==> config.mk <==
export PLATFORM = sky130hd
export DESIGN_NAME = sact_victim
export DESIGN_NICKNAME = d
export VERILOG_FILES = /design/src/rtl/sact_pkg.sv /design/src/rtl/sact_victim.sv
export SDC_FILE = /design/constraint.sdc
export NUM_CORES = 1
export LEC_CHECK = 0
export ABC_CLOCK_PERIOD_IN_PS = 30300
export BUFFER_PORTS_ARGS = -buffer_cell sky130_fd_sc_hd__buf_2
export CAP_MARGIN = 20
export CORE_ASPECT_RATIO = 0.5
export CORE_UTILIZATION = 30
export DETAILED_ROUTE_END_ITERATION = 12
export PLACE_DENSITY = 0.58
export SLEW_MARGIN = 5
export SYNTH_ARGS = -nofsm -noshare
export SYNTH_HDL_FRONTEND = slang
export SYNTH_SLANG_ARGS = --single-unit
export TNS_END_PERCENT = 30
==> constraint.sdc <==
create_clock -name vclk -period 30.3
set_input_delay 3.03 -clock vclk [all_inputs]
set_output_delay 3.03 -clock vclk [all_outputs]
set_load 0.03 [all_outputs]
==> src/rtl/sact_pkg.sv <==
// Package with shared constants, codes and a helper function for the tag lookup core.
`timescale 1ns / 1ps
`default_nettype none
package sact_pkg;
    localparam int unsigned DEF_MAX_SETS = 1024;
    localparam int unsigned DEF_MAX_WAYS = 8;
    localparam logic [15:0] LFSR_SEED = 16'hACE1;
    localparam logic [15:0] LFSR_MASK = 16'hB400;

    localparam logic [1:0] REG_SET_LOG2   = 2'd0;
    localparam logic [1:0] REG_BLOCK_LOG2 = 2'd1;
    localparam logic [1:0] REG_WAYS       = 2'd2;
    localparam logic [1:0] REG_POLICY     = 2'd3;

    localparam logic [1:0] POL_RANDOM   = 2'd0;
    localparam logic [1:0] POL_FIFO     = 2'd1;
    localparam logic [1:0] POL_LRU      = 2'd2;
    // The spare policy code behaves as LRU.
    localparam logic [1:0] POL_RESERVED = 2'd3;

    localparam logic [1:0] KIND_HIT        = 2'd0;
    localparam logic [1:0] KIND_COMPULSORY = 2'd1;
    localparam logic [1:0] KIND_CAPACITY   = 2'd2;
    localparam logic [1:0] KIND_CONFLICT   = 2'd3;

    function automatic logic [15:0] lfsr_step(input logic [15:0] l);
        lfsr_step = l[0] ? ((l >> 1) ^ LFSR_MASK) : (l >> 1);
    endfunction
endpackage
`default_nettype wire

==> src/rtl/sact_victim.sv <==
// Way selection: hit search, first empty way, and replacement victim choice.
`timescale 1ns / 1ps
`default_nettype none
module sact_victim #(
    parameter int unsigned MAX_WAYS = sact_pkg::DEF_MAX_WAYS,
    parameter int unsigned WW = (MAX_WAYS > 1) ? $clog2(MAX_WAYS) : 1
) (
    input  wire logic [MAX_WAYS-1:0]       i_valid,
    input  wire logic [MAX_WAYS-1:0][31:0] i_tags,
    input  wire logic [MAX_WAYS-1:0][31:0] i_ages,
    input  wire logic [31:0]               i_tag,
    input  wire logic [MAX_WAYS-1:0]       i_in_use,
    input  wire logic                      i_random,
    input  wire logic [WW-1:0]             i_rand_way,
    output logic                           o_hit,
    output logic                           o_empty,
    output logic [WW-1:0]                  o_way
);
    logic [WW-1:0] hit_way, empty_way, old_way;
    logic [31:0]   old_age;

    // The way count is small, so a priority scan over ways is fine here.
    always_comb begin
        o_hit     = 1'b0;
        o_empty   = 1'b0;
        hit_way   = '0;
        empty_way = '0;
        old_way   = '0;
        old_age   = i_ages[0];
        for (int i = MAX_WAYS - 1; i >= 0; i--) begin
            if (i_in_use[i] && i_valid[i] && i_tags[i] == i_tag) begin
                o_hit   = 1'b1;
                hit_way = WW'(i);
            end
            if (i_in_use[i] && !i_valid[i]) begin
                o_empty   = 1'b1;
                empty_way = WW'(i);
            end
        end
        for (int i = 1; i < MAX_WAYS; i++) begin
            if (i_in_use[i] && i_ages[i] < old_age) begin
                old_age = i_ages[i];
                old_way = WW'(i);
            end
        end
        if (o_hit) begin
            o_way = hit_way;
        end else if (o_empty) begin
            o_way = empty_way;
        end else if (i_random) begin
            o_way = i_rand_way;
        end else begin
            o_way = old_way;
        end
    end
endmodule
`default_nettype wire

==> run metrics <==
status finished with violations; violated checks design-rule violations; CLK BUF 0; Cell variety after synth 79; Fillers 3927; Placer Congestion 0.964; sequential cell area 0 sq um; post-route ant nets 0; antenna violations before repair 25; Clk pwr share 0%; number of gates resized after CTS 0; DIE WIDTH 275 um; first-pass GRT wire length slightly below 80000 um; MaxCap Viol Count 0; sw frac 56.9%; Syn-to-layout area delta 29.5%; pwr dens 33.4 nW/um^2; fin cells approximately 2.6k; Critical Path Slowest Stage Cell a41o_2; WP data arrival between 20 and 25 ns; via count 13.3k; Yosys warning count 0; die area around 38000 sq um; placed insts around 2.6k; setup bufs post-CTS 0; syn nets 2336; Tcrit/Tclk final 86.8%; Slew Limit Fails 0; Initial Util 30.8%; Tightest Pin Transition 0.822 ns; Overflow after GRT 0; 1st-pass router iterations 9; final number of hold-violating endpoints 0; DR iter-0 viols 777; RSZ-0062 raised after global routing no; internal power 0.000208 W; startpoint types input pin; Cells after Synth approximately 1.6k; Hold WC Path Type in -> out; endpoints failing setup 0; multi-input logic area just over 10000 sq um; nets 2850; share of cells above drive strength 1 30.2%; Net Switching 0.000275 W; WL per Instance 20.5 um; row cnt 49; core footprint 36300 sq um; Max stage delay on crit path 0.74 ns; die span in y 138 um; Peak Freq 38.0 MHz; drt via density 5.15; HPWL Detailed 47500 um; Avg Synthesized Cell Area 7.15 sq um; minimum clock period 26.31 ns; sequential power share 0%; VDD IR-drop max between 0.02 and 0.025 mV; Setup TNS 0 ns; register area share after synthesis 0%; CP top delay family compound AO/OA/AOI/OAI gates; DR DRC count 4; io pins 569; critical path class in -> out; Leak 7.50 nW; slew margin rel. between 40% and 50%; I/O Buffers 569; Comb power frac between 90% and 100%; Seq Cell Count 0; crit path buf inv count 11; cts hold-fix bufs 0; worst endpoint required time 27.27 ns; drt total wl 52800 um; GR Util All Layers 26.6%; vias in the first global route 12.9k; Worst Path Max Fanout 64; largest net degree at the start of global routing 65; CP Capture Type output pin; post-synthesis cell area between 10000 and 15000 sq um; most used cell, CP a21o_1
==> stage by stage <==
step / area, sq um / power [W] / utilization [%] / hold WS [ns] / setup WS [ns]
finish: 14500 / 0.000484 / 39.9 / 6.62 / 3.99
global route: 14500 / 0.000548 / 39.9 / 6.65 / 2.22
CTS: 14400 / 0.000482 / 39.7 / 6.61 / 4.25
detailed placement: 14400 / 0.000478 / 39.7 / 6.61 / 4.35
global placement: 14400 / 0.000476 / 39.7 / 6.61 / 4.62
floorplan: 11200 / 0.000342 / - / 6.40 / 7.03
==> cells in the mapped netlist (all sizes together), types with 7 or more instances <==
master | instances | area share (%)
o31ai | 7 | 0.47
a21oi | 96 | 4.3
clkbuf | 49 | 1.6
nor2 | 96 | 3.2
nor4 | 46 | 2.7
nand3 | 32 | 1.4
nand2b | 21 | 1.2
a211oi | 16 | 1.1
ha | 209 | 23
buf | 13 | 0.83
nand4 | 71 | 4.0
nor2b | 19 | 1.1
o21ai | 104 | 4.7
mux2 | 31 | 3.1
o211ai | 9 | 0.60
nand2 | 120 | 4.1
inv | 142 | 4.8
a21o | 58 | 3.9
xor2 | 135 | 11
mux2i | 62 | 5.6
nor3 | 16 | 0.72
xnor2 | 116 | 9.1
==> final cells by class <==
cell class,instances,share of cell area [%]
Antenna cell,21,0.363
Inverter,142,3.68
Multi-Input combinational cell,1359,71.8
Tap cell,484,4.18
Timing Repair Buffer,574,19.9
==> worst min-delay path: cells and delay by family <==
family                 cells  cell delay (ns)
buffers and inverters      2             0.26
AOI/OAI and AO/OA          2             0.29
==> power groups by stage <==
stage	sequential (W)	clock, W	combinational, W
2_1_floorplan	0	0	0.000342
3_3_place_gp	0	0	0.000476
3_5_place_dp	0	0	0.000478
4_1_cts	0	0	0.000482
5_1_grt	0	0.0000000000887	0.000548
6_report	0	0.0000000000934	0.000484
==> final timing paths <==
kind | from | end | slack, ns | cells after the start
worst max-delay path | i_ages[11] | o_way[0] | 3.99 | 96
worst min-delay path | i_rand_way[0] | o_way[0] | 6.62 | 4
==> placed cells by master, fill, tap and decap left out, types with 3 or more instances in the layout <==
cell type / count
buf_4: 5
o21ai_1: 34
diode_2: 21
a211oi_1: 16
mux2i_1: 61
a211o_1: 4
o21a_1: 4
o22ai_1: 5
or2_2: 3
nor2b_1: 19
o21ai_0: 70
nand2b_1: 21
inv_1: 142
a31oi_1: 3
a221o_1: 4
o211ai_1: 9
o221ai_1: 4
xor2_1: 135
nor3_1: 16
xnor2_1: 116
buf_2: 569
nand4b_1: 3
nand4_1: 70
and2_1: 3
or4_1: 5
and4_1: 5
ha_1: 209
nor4_1: 45
mux2_2: 30
and3_1: 4
o2111ai_1: 3
o31ai_1: 7
a21oi_1: 95
nor2_1: 94
nand3_1: 32
a21o_1: 58
nand2_1: 119
==> cells by family after synthesis <==
family | Yosys count | share of synthesized area, %
compound gates | 349 | 20.0
xor+xnor | 251 | 19.7
fa+ha+maj | 210 | 23.5
buf+inv | 204 | 7.24
mux | 93 | 8.71
simple gates | 456 | 20.9
==> metal layers <==
metal  routed length [um]  share of wire [%]  global-route usage (%)
met5                   13              0.025                       0
met4                 1080                2.0                    8.69
met3                 1930                3.7                    1.82
met2                28000                 53                    49.5
met1                21800                 41                    32.0
Note: power is estimated with default switching activity, not from simulation.
